`config.mk`:
```
export PLATFORM = sky130hd
export DESIGN_NAME = button_gesture_classifier_core_flat
export DESIGN_NICKNAME = d
export VERILOG_FILES = /design/src/bgc_pkg.sv /design/src/bgc_if.sv /design/src/button_gesture_classifier_core.sv /design/src/flat_wrapper.sv
export SDC_FILE = /design/constraint.sdc
export NUM_CORES = 1
export LEC_CHECK = 0
export ABC_CLOCK_PERIOD_IN_PS = 7800
export BUFFER_PORTS_ARGS = -buffer_cell sky130_fd_sc_hd__buf_2
export CAP_MARGIN = 15
export CORE_MARGIN = 10
export CORE_UTILIZATION = 58
export CTS_CLUSTER_SIZE = 25
export DETAILED_ROUTE_END_ITERATION = 6
export MAX_ROUTING_LAYER = met4
export PLACE_DENSITY = 0.89
export SETUP_SLACK_MARGIN = 0.15
export SLEW_MARGIN = 20
export SYNTH_ARGS = -nofsm -noshare
export SYNTH_HDL_FRONTEND = slang
export SYNTH_SLANG_ARGS = --single-unit
```
`constraint.sdc`:
```
create_clock -name clk -period 7.8 [get_ports clk]
set_input_delay 0.78 -clock clk [delete_from_list [all_inputs] [get_ports clk]]
set_output_delay 0.78 -clock clk [all_outputs]
set_load 0.03 [all_outputs]
```
`src/bgc_pkg.sv`:
```
// Package for the button gesture classifier: event codes, register indexes,
// field widths and the result record. No dependencies.
`timescale 1ns / 1ps

package bgc_pkg;

	localparam int TimeW   = 32;
	localparam int DebW    = 10;
	localparam int MsW     = 16;
	localparam int CountW  = 8;
	localparam int KindW   = 2;
	localparam int RegIdxW = 2;
	localparam int ThrW    = MsW + CountW + 1;

	localparam logic [CountW-1:0] CountMax = '1;

	// Event codes carried in event_kind.
	localparam logic [KindW-1:0] EvPressed  = 2'd0;
	localparam logic [KindW-1:0] EvLong     = 2'd1;
	localparam logic [KindW-1:0] EvReleased = 2'd2;
	localparam logic [KindW-1:0] EvClicked  = 2'd3;

	// Configuration register indexes.
	localparam logic [RegIdxW-1:0] RegDebounce  = 2'd0;
	localparam logic [RegIdxW-1:0] RegLongPress = 2'd1;
	localparam logic [RegIdxW-1:0] RegRepeat    = 2'd2;
	localparam logic [RegIdxW-1:0] RegClickGap  = 2'd3;

	localparam logic [DebW-1:0] DebounceReset  = 10'd50;
	localparam logic [MsW-1:0]  LongPressReset = 16'd1000;
	localparam logic [MsW-1:0]  RepeatReset    = 16'd1000;
	localparam logic [MsW-1:0]  ClickGapReset  = 16'd300;

	typedef struct packed {
		logic [KindW-1:0]  event_kind;
		logic [CountW-1:0] click_tally;
		logic [CountW-1:0] long_count;
		logic [TimeW-1:0]  held_ms;
	} result_t;

endpackage

```
`src/bgc_if.sv`:
```
// Handshake channels of the button gesture classifier: the tick channel and
// the event channel. Depends on bgc_pkg for field widths.
`timescale 1ns / 1ps

interface bgc_tick_if;
	logic valid;
	logic ready;
	logic pin_level;

	modport source (output valid, output pin_level, input ready);
	modport sink (input valid, input pin_level, output ready);
endinterface

interface bgc_event_if;
	logic                          valid;
	logic                          ready;
	logic [bgc_pkg::KindW-1:0]     event_kind;
	logic [bgc_pkg::CountW-1:0]    click_tally;
	logic [bgc_pkg::CountW-1:0]    long_count;
	logic [bgc_pkg::TimeW-1:0]     held_ms;

	modport source (output valid, output event_kind, output click_tally,
		output long_count, output held_ms, input ready);
	modport sink (input valid, input event_kind, input click_tally,
		input long_count, input held_ms, output ready);
endinterface

```
`src/button_gesture_classifier_core.sv`:
```
// Top level of the button gesture classifier: debounce, gesture state machine
// and result register. Depends on bgc_pkg and the channels in bgc_if.sv.
`timescale 1ns / 1ps

// How to use this block:
// Every item on tick_in is one millisecond tick that carries the sampled,
// active-low pin level. The block debounces the level and reports press,
// long press (repeated every repeat interval), release with the held time,
// and clicked with the multi-click count on event_out. A tick gives at most
// one event item; most ticks give none.
// A tick item is taken into an input register, and from there the debounce
// and gesture logic evaluate it in a single pass, update the state and load
// the result register, which drives event_out. One tick can be accepted
// every cycle while the receiver does not stall; the rate is set by the
// single-pass state update, whose longest path is the 16 by 8 bit long
// press threshold product and its compare against the hold duration.
// If the receiver stalls with an event pending, the tick in the input
// register waits and tick_in.ready drops until the event is taken; nothing
// is lost or dropped.
// Reset (arst_n low) returns the timers and the gesture state to idle with
// the pin seen as released, and loads the default register values 50, 1000,
// 1000 and 300 ms. Registers are written through write_en, write_index and
// write_data; the user must write only while no tick is in flight (unchecked).
module button_gesture_classifier_core (
	input  logic                          clk,
	input  logic                          arst_n,
	bgc_tick_if.sink                      tick_in,
	bgc_event_if.source                   event_out,
	input  logic                          write_en,
	input  logic [bgc_pkg::RegIdxW-1:0]   write_index,
	input  logic [bgc_pkg::MsW-1:0]       write_data
);

	typedef enum logic [1:0] {
		ST_IDLE     = 2'd0,
		ST_PRESSED  = 2'd1,
		ST_RELEASED = 2'd2
	} gesture_state_t;

	// Configuration registers.
	logic [bgc_pkg::DebW-1:0] debounce_q;
	logic [bgc_pkg::MsW-1:0]  long_press_q;
	logic [bgc_pkg::MsW-1:0]  repeat_q;
	logic [bgc_pkg::MsW-1:0]  click_gap_q;

	// Input stage.
	logic valid_s1;
	logic pin_s1;

	// Debounce and gesture state.
	logic [bgc_pkg::TimeW-1:0]  tick_time_q;
	logic                       last_level_q;
	logic                       edge_pending_q;
	logic [bgc_pkg::TimeW-1:0]  first_edge_q;
	logic [bgc_pkg::TimeW-1:0]  last_edge_q;
	gesture_state_t             state_q;
	logic [bgc_pkg::TimeW-1:0]  press_start_q;
	logic [bgc_pkg::TimeW-1:0]  release_start_q;
	logic [bgc_pkg::CountW-1:0] long_events_q;
	logic [bgc_pkg::CountW-1:0] clicks_q;

	// Result register.
	logic              out_valid_q;
	bgc_pkg::result_t  result_q;

	// Next-state values from the single evaluation pass.
	logic                       edge_seen;
	logic                       pending_n;
	logic [bgc_pkg::TimeW-1:0]  first_edge_n;
	logic [bgc_pkg::TimeW-1:0]  last_edge_n;
	logic [bgc_pkg::TimeW-1:0]  quiet_time;
	logic                       debouncing;
	logic                       trig;
	logic                       pressed;
	logic [bgc_pkg::TimeW-1:0]  press_dur;
	logic [bgc_pkg::ThrW-1:0]   long_thr;
	gesture_state_t             state_n;
	logic [bgc_pkg::TimeW-1:0]  press_start_n;
	logic [bgc_pkg::TimeW-1:0]  release_start_n;
	logic [bgc_pkg::CountW-1:0] long_events_n;
	logic [bgc_pkg::CountW-1:0] clicks_n;
	logic                       fire;
	bgc_pkg::result_t           result_n;

	logic out_free;
	logic advance;

	// The evaluated tick moves on when the result register is free or is
	// being emptied in this cycle.
	assign out_free      = !out_valid_q || event_out.ready;
	assign advance       = valid_s1 && out_free;
	assign tick_in.ready = !valid_s1 || out_free;

	assign event_out.valid       = out_valid_q;
	assign event_out.event_kind  = result_q.event_kind;
	assign event_out.click_tally = result_q.click_tally;
	assign event_out.long_count  = result_q.long_count;
	assign event_out.held_ms     = result_q.held_ms;

	always_ff @(posedge clk or negedge arst_n) begin
		if (!arst_n) begin
			debounce_q   <= bgc_pkg::DebounceReset;
			long_press_q <= bgc_pkg::LongPressReset;
			repeat_q     <= bgc_pkg::RepeatReset;
			click_gap_q  <= bgc_pkg::ClickGapReset;
		end else if (write_en) begin
			unique case (write_index)
				bgc_pkg::RegDebounce:  debounce_q   <= write_data[bgc_pkg::DebW-1:0];
				bgc_pkg::RegLongPress: long_press_q <= write_data;
				bgc_pkg::RegRepeat:    repeat_q     <= write_data;
				bgc_pkg::RegClickGap:  click_gap_q  <= write_data;
				default: ;
			endcase
		end
	end

	always_ff @(posedge clk or negedge arst_n) begin
		if (!arst_n) begin
			valid_s1 <= 1'b0;
		end else if (tick_in.ready) begin
			valid_s1 <= tick_in.valid;
		end
	end

	always_ff @(posedge clk) begin
		if (tick_in.ready && tick_in.valid) begin
			pin_s1 <= tick_in.pin_level;
		end
	end

	// Edge detection, then the debounce check. The quiet time is measured
	// from the latest edge, which is this tick when the level just changed.
	always_comb begin
		edge_seen    = pin_s1 != last_level_q;
		pending_n    = edge_pending_q || edge_seen;
		first_edge_n = (edge_seen && !edge_pending_q) ? tick_time_q : first_edge_q;
		last_edge_n  = edge_seen ? tick_time_q : last_edge_q;
		quiet_time   = tick_time_q - last_edge_n;
		debouncing   = pending_n &&
			(quiet_time < {{(bgc_pkg::TimeW-bgc_pkg::DebW){1'b0}}, debounce_q});
		trig         = pending_n && !debouncing;
		pressed      = !pin_s1;
	end

	// Gesture state machine. The long press threshold grows by one repeat
	// interval for every long press already reported in this hold.
	always_comb begin
		press_dur       = tick_time_q - press_start_q;
		long_thr        = bgc_pkg::ThrW'(long_press_q) +
			bgc_pkg::ThrW'(repeat_q) * bgc_pkg::ThrW'(long_events_q);
		state_n         = state_q;
		press_start_n   = press_start_q;
		release_start_n = release_start_q;
		long_events_n   = long_events_q;
		clicks_n        = clicks_q;
		fire            = 1'b0;
		result_n        = '0;

		unique case (state_q)
			ST_PRESSED: begin
				if (trig && !pressed) begin
					release_start_n      = first_edge_n;
					fire                 = 1'b1;
					result_n.event_kind  = bgc_pkg::EvReleased;
					result_n.click_tally = clicks_q;
					result_n.long_count  = long_events_q;
					result_n.held_ms     = first_edge_n - press_start_q;
					// A hold that produced long presses ends the sequence
					// without a click report.
					state_n = (long_events_q != '0) ? ST_IDLE : ST_RELEASED;
				end else if (!debouncing && pressed && long_events_q != bgc_pkg::CountMax
					&& press_dur >= {{(bgc_pkg::TimeW-bgc_pkg::ThrW){1'b0}}, long_thr}) begin
					long_events_n        = long_events_q + 1'b1;
					fire                 = 1'b1;
					result_n.event_kind  = bgc_pkg::EvLong;
					result_n.click_tally = clicks_q;
					result_n.long_count  = long_events_n;
					result_n.held_ms     = press_dur;
				end
			end
			ST_RELEASED: begin
				if (trig && pressed) begin
					state_n       = ST_PRESSED;
					press_start_n = first_edge_n;
					if (clicks_q != bgc_pkg::CountMax) begin
						clicks_n = clicks_q + 1'b1;
					end
					fire                 = 1'b1;
					result_n.event_kind  = bgc_pkg::EvPressed;
					result_n.click_tally = clicks_n;
					result_n.long_count  = long_events_q;
				end else if (!debouncing && !pressed &&
					(tick_time_q - release_start_q) >=
					{{(bgc_pkg::TimeW-bgc_pkg::MsW){1'b0}}, click_gap_q}) begin
					state_n              = ST_IDLE;
					fire                 = 1'b1;
					result_n.event_kind  = bgc_pkg::EvClicked;
					result_n.click_tally = clicks_q;
				end
			end
			default: begin
				// Idle, and the unused state code, which behaves as idle.
				state_n = ST_IDLE;
				if (trig && pressed) begin
					state_n              = ST_PRESSED;
					press_start_n        = first_edge_n;
					clicks_n             = bgc_pkg::CountW'(1);
					long_events_n        = '0;
					fire                 = 1'b1;
					result_n.event_kind  = bgc_pkg::EvPressed;
					result_n.click_tally = clicks_n;
				end
			end
		endcase
	end

	always_ff @(posedge clk or negedge arst_n) begin
		if (!arst_n) begin
			tick_time_q     <= '0;
			last_level_q    <= 1'b1;
			edge_pending_q  <= 1'b0;
			first_edge_q    <= '0;
			last_edge_q     <= '0;
			state_q         <= ST_IDLE;
			press_start_q   <= '0;
			release_start_q <= '0;
			long_events_q   <= '0;
			clicks_q        <= '0;
			out_valid_q     <= 1'b0;
			result_q        <= '0;
		end else begin
			if (advance) begin
				tick_time_q     <= tick_time_q + 1'b1;
				last_level_q    <= pin_s1;
				edge_pending_q  <= debouncing;
				first_edge_q    <= first_edge_n;
				last_edge_q     <= last_edge_n;
				state_q         <= state_n;
				press_start_q   <= press_start_n;
				release_start_q <= release_start_n;
				long_events_q   <= long_events_n;
				clicks_q        <= clicks_n;
				out_valid_q     <= fire;
				if (fire) begin
					result_q <= result_n;
				end
			end else if (event_out.ready) begin
				out_valid_q <= 1'b0;
			end
		end
	end

endmodule
```
`src/flat_wrapper.sv`:
```
// flat-port wrapper written by rule: the top's interface ports become plain ports
module button_gesture_classifier_core_flat 
  (clk, arst_n, write_en, write_index, write_data, tick_in_valid, tick_in_pin_level, tick_in_ready, event_out_valid, event_out_event_kind, event_out_click_tally, event_out_long_count, event_out_held_ms, event_out_ready);
  bgc_tick_if tick_in_i ();
  bgc_event_if event_out_i ();
  input  logic clk;
  input  logic arst_n;
  input  logic write_en;
  input  logic [bgc_pkg::RegIdxW-1:0] write_index;
  input  logic [bgc_pkg::MsW-1:0] write_data;
  input wire logic [$bits(tick_in_i.valid)-1:0] tick_in_valid;
  input wire logic [$bits(tick_in_i.pin_level)-1:0] tick_in_pin_level;
  output wire logic [$bits(tick_in_i.ready)-1:0] tick_in_ready;
  output wire logic [$bits(event_out_i.valid)-1:0] event_out_valid;
  output wire logic [$bits(event_out_i.event_kind)-1:0] event_out_event_kind;
  output wire logic [$bits(event_out_i.click_tally)-1:0] event_out_click_tally;
  output wire logic [$bits(event_out_i.long_count)-1:0] event_out_long_count;
  output wire logic [$bits(event_out_i.held_ms)-1:0] event_out_held_ms;
  input wire logic [$bits(event_out_i.ready)-1:0] event_out_ready;
  assign tick_in_i.valid = tick_in_valid;
  assign tick_in_i.pin_level = tick_in_pin_level;
  assign tick_in_ready = tick_in_i.ready;
  assign event_out_valid = event_out_i.valid;
  assign event_out_event_kind = event_out_i.event_kind;
  assign event_out_click_tally = event_out_i.click_tally;
  assign event_out_long_count = event_out_i.long_count;
  assign event_out_held_ms = event_out_i.held_ms;
  assign event_out_i.ready = event_out_ready;
  button_gesture_classifier_core u_core (.clk(clk), .arst_n(arst_n), .tick_in(tick_in_i), .event_out(event_out_i), .write_en(write_en), .write_index(write_index), .write_data(write_data));
endmodule
```
Word-level counts from Yosys, hierarchy flattened
Cells that the tools add are included.
W data, S select, Z words.

word-level totals
  register bits = 291
  input bits = 24
  output and inout port bits = 52
  logic and storage cells = 113

operators by class
  add/subtract/negate cells = 8
  multiply operators = 1
  $lt $le $gt $ge = 3
  equal/unequal tests = 12
  multiplexer cells = 33
  bitwise operators = 2
  reduce and logical (&&, ||, !) cells = 33

operators by type and width
  operator                 count
  $sub A32 B32 Y32         4
  $mux W32                 3
  $mux W8                  7
  $mux W50                 1
  $mux W49                 1
  $pmux W8 S2              3
  $add A32 B1 Y32 const B  1
  $ge A32 B16 Y1           1
  $ge A32 B25 Y1           1
  $lt A32 B10 Y1           1
  $add A16 B24 Y25         1
  $mul A16 B8 Y24          1
  $mux W10                 2
  $pmux W10 S2             1
  $add A8 B1 Y8 const B    2
  $ne A8 B8 Y1 const B     2
  $logic_and A1 B1 Y1      12
  $reduce_and A2 Y1        5
  $mux W1                  9
  $reduce_and A3 Y1        3
  $mux W2                  4
  $reduce_bool A8 Y1       1
  $eq A2 B2 Y1 const B     3
  $logic_not A1 Y1         5
  other kinds (12)         18

Logic depth before layout (Yosys ltp)
Gate-level depths: netlist of the first run.

  depth after elaboration = 13
  mapped depth = 39
  gate-level depth less buffers = 35

Least setup slack after synthesis of the first run
OpenSTA, ideal clock, no wires.

  path type = reg2reg
  start point = register u_core.long_events_q[1] (netlist name)
  end point = register u_core.result_q (netlist bit u_core.event_out.click_tally[6])
  library setup time = 0.065 ns
  data arrival time = 7.288 ns
  data required time = 7.735 ns
  slack = 0.447 ns
  stages on the path, launching flop included = 37
  path buffers = 3
  clock period less this slack = 7.353 ns
  cells stage by stage = dfrtp_1 -> clkbuf_1 -> buf_1 -> nand2_1 -> fa_1 -> inv_1 -> fa_1 -> ha_1 -> inv_1 -> fa_1 -> inv_1 -> ha_1 -> a21o_1 -> a21oi_1 -> o21bai_1 -> a21oi_1 -> o21bai_1 -> a21oi_1 -> nor2b_1 -> o31a_1 -> or2_2 -> a21oi_1 -> xor2_1 -> ha_1 -> nand3_1 -> a211oi_1 -> o31ai_1 -> o2111ai_1 -> a31oi_1 -> o31a_1 -> nand4_1 -> a21oi_1 -> o31ai_1 -> nor2_1 -> buf_2 -> a2111oi_0 -> a21o_1

on the way
  word-level cells in the longest chain between the ends = 8
  elaborated cells between the ends (all ways) = 13
  those cells by class = add/sub: 1; mul: 1; order compare: 1; eq/ne: 1; mux: 6; reduce/logical: 3

RTL lines
  what                         RTL line                               RTL
  from (decl)                  button_gesture_classifier_core.sv:59   logic [bgc_pkg::CountW-1:0] long_events_q;
  from (signal assigned)       button_gesture_classifier_core.sv:241  long_events_q <= long_events_n;
  $mul A16 B8 Y24              button_gesture_classifier_core.sv:150  bgc_pkg::ThrW'(repeat_q) * bgc_pkg::ThrW'(long_events_q);
  $add A16 B24 Y25             button_gesture_classifier_core.sv:149  long_thr = bgc_pkg::ThrW'(long_press_q) +
  $ge A32 B25 Y1               button_gesture_classifier_core.sv:172  && press_dur >= {{(bgc_pkg::TimeW-bgc_pkg::ThrW){1'b0}}, long_thr}) begin
  $logic_and A1 B1 Y1 *        button_gesture_classifier_core.sv:172
  $mux W1                      button_gesture_classifier_core.sv:171  end else if (!debouncing && pressed && long_events_q != bgc_pkg::CountMax
  $mux W1                      button_gesture_classifier_core.sv:161  if (trig && !pressed) begin
  $pmux W1 S2                  button_gesture_classifier_core.sv:159  unique case (state_q)
  $reduce_and A2 Y1 (no line)  -
  to (signal assigned)         button_gesture_classifier_core.sv:245  result_q <= result_n;
  to (decl)                    button_gesture_classifier_core.sv:64   bgc_pkg::result_t result_q;

Mark *: on every way between the ends. The rest lies on a longest branch, timed or not.
A chain may end at the register's enable or synchronous reset.

Worst setup path in the final report of the first run
  start point = register u_core.repeat_q[3] (netlist name)
  end point = register u_core.result_q (netlist bit u_core.event_out.long_count[1])

on the way
  word-level cells in the longest chain between the ends = 8
  elaborated cells between the ends (all ways) = 11
  those cells by class = add/sub: 1; mul: 1; order compare: 1; mux: 6; reduce/logical: 2

RTL lines
  what                         RTL line                               RTL
  from (decl)                  button_gesture_classifier_core.sv:43   logic [bgc_pkg::MsW-1:0] repeat_q;
  from (signal assigned)       button_gesture_classifier_core.sv:104  repeat_q <= bgc_pkg::RepeatReset;
  from (signal assigned)       button_gesture_classifier_core.sv:110  bgc_pkg::RegRepeat: repeat_q <= write_data;
  $mul A16 B8 Y24 *            button_gesture_classifier_core.sv:150
  $add A16 B24 Y25 *           button_gesture_classifier_core.sv:149
  $ge A32 B25 Y1 *             button_gesture_classifier_core.sv:172
  $logic_and A1 B1 Y1 *        button_gesture_classifier_core.sv:172
  $mux W1                      button_gesture_classifier_core.sv:171
  $mux W1                      button_gesture_classifier_core.sv:161
  $pmux W1 S2                  button_gesture_classifier_core.sv:159
  $reduce_and A2 Y1 (no line)  -

Marks and branches as above.

==> impl_metrics.json, run 1 <==
{
  "grt_max_degree": 98,
  "wl_mm": 71.7,
  "wire_per_inst_um": 20.1,
  "finalMaxSlewViolations": 0,
  "path_class": "reg -> reg",
  "io_buffers": 75,
  "cp.depth": 34,
  "start_util_pct": 58.8,
  "yosys.area.top_type": "dfrtp_1",
  "arrival_ns": 7.98,
  "irDropWorstVdd_mv": 0.213,
  "fin_total_pwr_mw": 9.92,
  "die_area_um2": 52700,
  "cp_top_family": "compound AO/OA/AOI/OAI gates",
  "drt_first_pass_iters": 7,
  "p_per_area_nw_per_um2": 356,
  "grt_overflow": 0,
  "fin_crit_sh_pct": 96.0,
  "ant_nets": 0,
  "yosys.cell_types.count": 83,
  "path_buf_inv": 5,
  "rrSetupSlack_ns": 0.31,
  "clockBufferDepth": 3,
  "end_kind": "flip-flop",
  "cts_max_level": 1,
  "place_hpwl_mm": 55.1,
  "synth_most_common_cell": "inv_1",
  "r2r-end": "u_core.event_out.long_count[1]$_DFFE_PN0P_",
  "critical-path-max-stage-delay_ns": 0.56,
  "outcome": "finished, final reports clean",
  "area_growth_pct": 9.36,
  "final.min_clock_period_ns": 7.49,
  "syn_avg_cell_area_um2": 8.76,
  "cts.sinks": 291,
  "ys.warnings.count": 0,
  "netlist_top_cells_area": "dfrtp_1 27%, ha_1 11%, fa_1 8.2%",
  "layout-drive-gt1-share_pct": 11.3,
  "core_area_um2": 43300,
  "layout.nets": 3306,
  "gp_congestion": 0.970,
  "via_per_inst": 6.21,
  "clk_pin_slew_worst_paths_ns": 0.07,
  "cts_root_buf": "clkbuf_16",
  "num_vias": 22100,
  "cts_tree": "built",
  "p_leak_nw": 14.1,
  "cp.required_ns": 8.29,
  "synthFlopType": "dfrtp_1",
  "drc": 0,
  "slew-limit-headroom_pct": 10.6,
  "cap_viol_max_count": 0,
  "cp-endpoint": "u_core.event_out.long_count[1]$_DFFE_PN0P_",
  "synthTopCellsByCount": "306 x inv_1, 270 x dfrtp_1, 270 x nand2_1",
  "rsz0062_at_grt": "true",
  "synthesis.area_um2": 25500,
  "ioPinCount": 76,
  "dieWidth_um": 229,
  "clkLatencyLatePin_ns": 0.59,
  "setup_viol": 0,
  "drtIter0Drc": 2386,
  "synth-seq-area-share_pct": 28.7,
  "fin_worst_skew_ns": 0.0184,
  "synth_seq_cells": 291,
  "syn_nets": 3261,
  "worst_setup_path_start_kind": "flip-flop",
  "grt.total_usage_pct": 27.2,
  "rows": 76,
  "r2r-start": "u_core.repeat_q[3]$_DFFE_PN1P_",
  "synthArstFlopShare_pct": 99.7,
  "cp_slowest_cell": "fa_1",
  "hold_viol": 0,
  "critPathMostFrequentCell": "a21oi_2",
  "critPathLaunch": "u_core.repeat_q[3]$_DFFE_PN1P_",
  "worst_slew_pin_slew_ns": 1.32,
  "grt_pass1_vias": 21900,
  "cts_buffers": 31,
  "utilization_pct": 64.3,
  "grt_antenna_before_repair": 2,
  "yosys.area.top_type_share_pct": 26.5,
  "hold_class": "in -> async",
  "cp_max_fo": 16,
  "die_h_um": 229,
  "fmax_ghz": 0.134,
  "rr_worst_depth": 34,
  "synth_edf_count": 1,
  "syn_inst": 2905,
  "grt_pass1_wl_mm": 115
}
layout make-up:
class,instances,area (um2)
multi-input combinational,2195,16700
inverter,306,1150
clock buffer,45,888
timing repair buffer,125,868
antenna,4,10.0
tap,585,732
sequential,291,7320
clock inverter,11,155
fill,3458,15400
worst min-delay path by stage:
stage	endpoint	slack [ns]	depth (start not counted)
4_1_cts	u_core.press_start_q[27]$_DFFE_PN0P_	0.23	1
6_report	u_core.press_start_q[27]$_DFFE_PN0P_	0.20	1
5_1_grt	u_core.press_start_q[27]$_DFFE_PN0P_	0.28	1
3_3_place_gp	u_core.event_out.held_ms[12]$_DFFE_PN0P_	0.45	2
2_1_floorplan	u_core.first_edge_q[0]$_DFFE_PN0P_	0.45	2
3_5_place_dp	u_core.event_out.held_ms[4]$_DFFE_PN0P_	0.46	2
timing repair:
action / in CTS / in global routing
setup buffers: 3 / 10
pin swaps: 3 / 17
hold buffers: 0 / 0
hold endpoints to repair: 0 / 0
cloned: 3 / 0
gates resized for setup: 11 / 30
endpoints found under the setup margin: 51 / 59
metal layers:
layer  part of all wire [%]  GRT usage (%)  vias up
li1                       -              -    10200
met1                     40           32.8    10700
met2                     48           44.9      917
met3                    7.2           4.38      246
met4                    4.7           11.1        0
met5                      0              -        -
cell families (layout without fill, tap and decap cells):
| group | count (synthesis) | count (layout) | share of synthesized area, % |
|---|---|---|---|
| simple gates | 841 | 842 | 16.1 |
| compound gates | 724 | 724 | 18.1 |
| buf+inv | 420 | 487 | 6.31 |
| fa+ha+maj | 332 | 332 | 19.4 |
| flops | 291 | 291 | 28.7 |
| mux | 159 | 159 | 6.68 |
| xor+xnor | 138 | 138 | 4.75 |
| other cells | 0 | 4 | 0 |
worst reg2reg max path: cells and delay by family (launching register included):
family / cells / cell delay (ns)
compound gates: 16 / 2.80
xor+xnor: 1 / 0.10
fa+ha+maj: 6 / 2.53
buf+inv: 5 / 0.66
flops: 1 / 0.55
simple gates: 6 / 0.74
layout by cell type, fill, tap and decap left out, types with 73 or more instances in the layout:
| cell | instances |
|---|---|
| inv_1 | 305 |
| nand2_1 | 268 |
| dfrtp_1 | 267 |
| ha_1 | 228 |
| a21oi_1 | 210 |
| nor2_1 | 186 |
| o21ai_0 | 150 |
| fa_1 | 103 |
| and2_1 | 90 |
| xnor2_1 | 89 |
| mux2_2 | 86 |
| buf_2 | 74 |
| mux2i_1 | 73 |
stage by stage:
| step | TNS [ns] | setup slack (ns) | area [um2] | hold slack [ns] | std cells |
|---|---|---|---|---|---|
| after detailed placement | -0.344 | -0.115 | 26400 | 0.463 | 3486 |
| after global placement | 0 | 0.127 | 26400 | 0.455 | 3486 |
| after CTS | 0 | 0.164 | 27600 | 0.234 | 3548 |
| after floorplan | 0 | 0.447 | 25500 | 0.449 | 2905 |
| after global routing | 0 | 0.00294 | 27800 | 0.277 | 3561 |
| final | 0 | 0.314 | 27800 | 0.204 | 3562 |
flip-flops by register name (all words and copies together) (netlist names), 2 cells and up:
| register | count |
|---|---|
| u_core.repeat_q | 16 |
| u_core.press_start_q | 32 |
| u_core.tick_time_q | 32 |
| u_core.state_q | 2 |
| u_core.long_press_q | 16 |
| u_core.debounce_q | 10 |
| u_core.first_edge_q | 32 |
| u_core.clicks_q | 8 |
| u_core.last_edge_q | 32 |
| u_core.long_events_q | 8 |
| u_core.event_out.held_ms | 32 |
| u_core.release_start_q | 32 |
| u_core.event_out.long_count | 8 |
| u_core.event_out.event_kind | 2 |
| u_core.event_out.click_tally | 8 |
| u_core.click_gap_q | 16 |
report_power, final:
| part | internal, mW | leakage (nW) | total, mW | switching, mW |
|---|---|---|---|---|
| Combinational | 2.46 | 9.85 | 6.20 | 3.75 |
| Sequential | 1.88 | 3.73 | 2.18 | 0.304 |
| Clock | 0.890 | 0.495 | 1.53 | 0.645 |
Power figures use the tool's default switching activity.
==> inputs of run 2 (changes only) <==
Settings changed: CORE_UTILIZATION 58 to 32, PLACE_DENSITY 0.89 to 0.59.
==> run 2 against run 1 <==
Clock power up 8%. Combinational power about the same. First-iteration DRC count down 32%. Critical path depth down 2. Global-route usage down 10 points. Flip-flop and latch count unchanged. Register-to-register slack better by 0.17 ns. Worst setup slack better by 0.17 ns. Largest cell class unchanged.
==> impl_metrics.json, run 2 (same netlist as run 1, synthesis figures left out) <==
{
  "finalNonFillerCells": 4029,
  "cts_buffers": 35,
  "drtIter0Drc": 1632,
  "drt_first_pass_iters": 5,
  "worst_slew_pin_slew_ns": 1.10,
  "place_hpwl_mm": 60.0,
  "slew-limit-headroom_pct": 25.9,
  "hold_buffers": 0,
  "cap_viol_max_count": 0,
  "hold_viol": 0,
  "cp.required_ns": 8.26,
  "final_cell_mix": "302 x inv_1, 267 x nand2_1, 264 x dfrtp_1",
  "dieWidth_um": 302,
  "clockBufferDepth": 3,
  "rrSetupSlack_ns": 0.48,
  "path_class": "reg -> reg",
  "cts_root_buf": "clkbuf_16",
  "path_buf_inv": 6,
  "layout_commonest_cell": "inv_1",
  "critPathMostFrequentCell": "fa_1",
  "r2r-end": "u_core.event_out.click_tally[7]$_DFFE_PN0P_",
  "cts_tree": "built",
  "grt_max_degree": 169,
  "final.min_clock_period_ns": 7.32,
  "cp_slowest_cell": "dfstp_2",
  "placed_cells": 3963,
  "io_buffers": 75,
  "worst_setup_path_start_kind": "flip-flop",
  "fin_worst_skew_ns": 0.0201,
  "fmax_ghz": 0.137,
  "r2r-start": "u_core.repeat_q[5]$_DFFE_PN1P_",
  "end_kind": "flip-flop",
  "nFillCells": 8269,
  "ant_nets": 0,
  "cts_max_level": 2,
  "cts.sinks": 291,
  "hold_class": "in -> async",
  "whs_ns": 0.345,
  "core_area_um2": 78900,
  "critical-path-max-stage-delay_ns": 0.58,
  "p_per_area_nw_per_um2": 350,
  "finalMaxSlewViolations": 0,
  "grt_pass1_wl_mm": 119,
  "via_per_inst": 5.23,
  "ioPinCount": 76,
  "cp_max_fo": 27,
  "clkLatencyLatePin_ns": 0.56,
  "layout-drive-gt1-share_pct": 11.8,
  "n_antenna_cell": 0,
  "area_growth_pct": 12.2,
  "wl_mm": 75.6,
  "rr_worst_depth": 32,
  "cp_top_family": "adder cells",
  "gp_congestion": 0.924,
  "setup_viol": 0,
  "irDropWorstVdd_mv": 0.143,
  "layout.nets": 3311,
  "p_leak_nw": 14.1,
  "die_h_um": 302,
  "drc": 0,
  "fin_crit_sh_pct": 93.8,
  "grt_antenna_before_repair": 1,
  "rows": 103,
  "clk_pin_slew_worst_paths_ns": 0.06,
  "num_vias": 21100,
  "rsz0062_at_grt": "false",
  "wire_per_inst_um": 18.8,
  "grt.total_usage_pct": 16.8,
  "start_util_pct": 32.3,
  "arrival_ns": 7.78,
  "die_area_um2": 91200,
  "grt_overflow": 0,
  "grt_pass1_vias": 20400,
  "outcome": "finished, final reports clean"
}
run 2: cell count changes in the layout (fill, tap and decap cells not counted), moves of 4 or more:
cell       before  now
o31ai_2         4    0
diode_2         4    0
clkbuf_16      31   38
o31ai_1        32   37
buf_6           0    5
run 2: worst max path at each step:
stage / startpoint / cells after the start / slack [ns] / endpoint
finish: u_core.repeat_q[5]$_DFFE_PN1P_ / 32 / 0.48 / u_core.event_out.click_tally[7]$_DFFE_PN0P_
global route: u_core.repeat_q[5]$_DFFE_PN1P_ / 32 / 0.14 / u_core.event_out.held_ms[30]$_DFFE_PN0P_
CTS: u_core.repeat_q[3]$_DFFE_PN1P_ / 34 / 0.18 / u_core.event_out.click_tally[7]$_DFFE_PN0P_
detailed placement: u_core.repeat_q[3]$_DFFE_PN1P_ / 34 / -0.15 / u_core.event_out.click_tally[7]$_DFFE_PN0P_
global placement: u_core.repeat_q[3]$_DFFE_PN1P_ / 34 / 0.14 / u_core.event_out.click_tally[7]$_DFFE_PN0P_
floorplan: u_core.long_events_q[1]$_DFFE_PN0P_ / 36 / 0.45 / u_core.event_out.click_tally[6]$_DFFE_PN0P_
run 2: per-layer routing:
metal	global-route usage, %	up-vias	share of wire, %
li1	-	10200	-
met1	21.2	10300	44
met2	28.2	421	50
met3	2.32	99	3.9
met4	4.10	0	2.1
met5	-	-	0
run 2: layout make-up:
type,instances,area (um2),area share (%)
inverters,306,1150,4.02
well taps,1050,1310,4.60
clock inverters,12,140,0.491
flip-flops and latches,291,7320,25.6
clock buffers,49,1000,3.50
repair buffers,127,892,3.12
multi-input cells,2194,16700,58.6
run 2: report_power, final:
part / switching, mW / internal, mW
Clock: 0.695 / 0.968
Combinational: 3.73 / 2.45
Sequential: 0.268 / 1.88
run 2: stage by stage:
stage / setup WS, ns / instance area [um2] / util [%] / TNS (ns) / total power, mW
after floorplan: 0.447 / 25500 / - / 0 / 6.45
after global placement: 0.139 / 27200 / 34.4 / 0 / 8.13
after detailed placement: -0.151 / 27200 / 34.4 / -0.692 / 8.16
after CTS: 0.176 / 28300 / 35.9 / 0 / 9.90
after global routing: 0.142 / 28600 / 36.2 / 0 / 10.9
final: 0.481 / 28600 / 36.2 / 0 / 9.98
run 2: timing repair:
action,in CTS,in global routing
endpoints found under the hold margin,0,0
cloned,0,2
pin swaps,2,32
resized for setup,6,51
buffers inserted,0,3
endpoints found under the setup margin,50,59
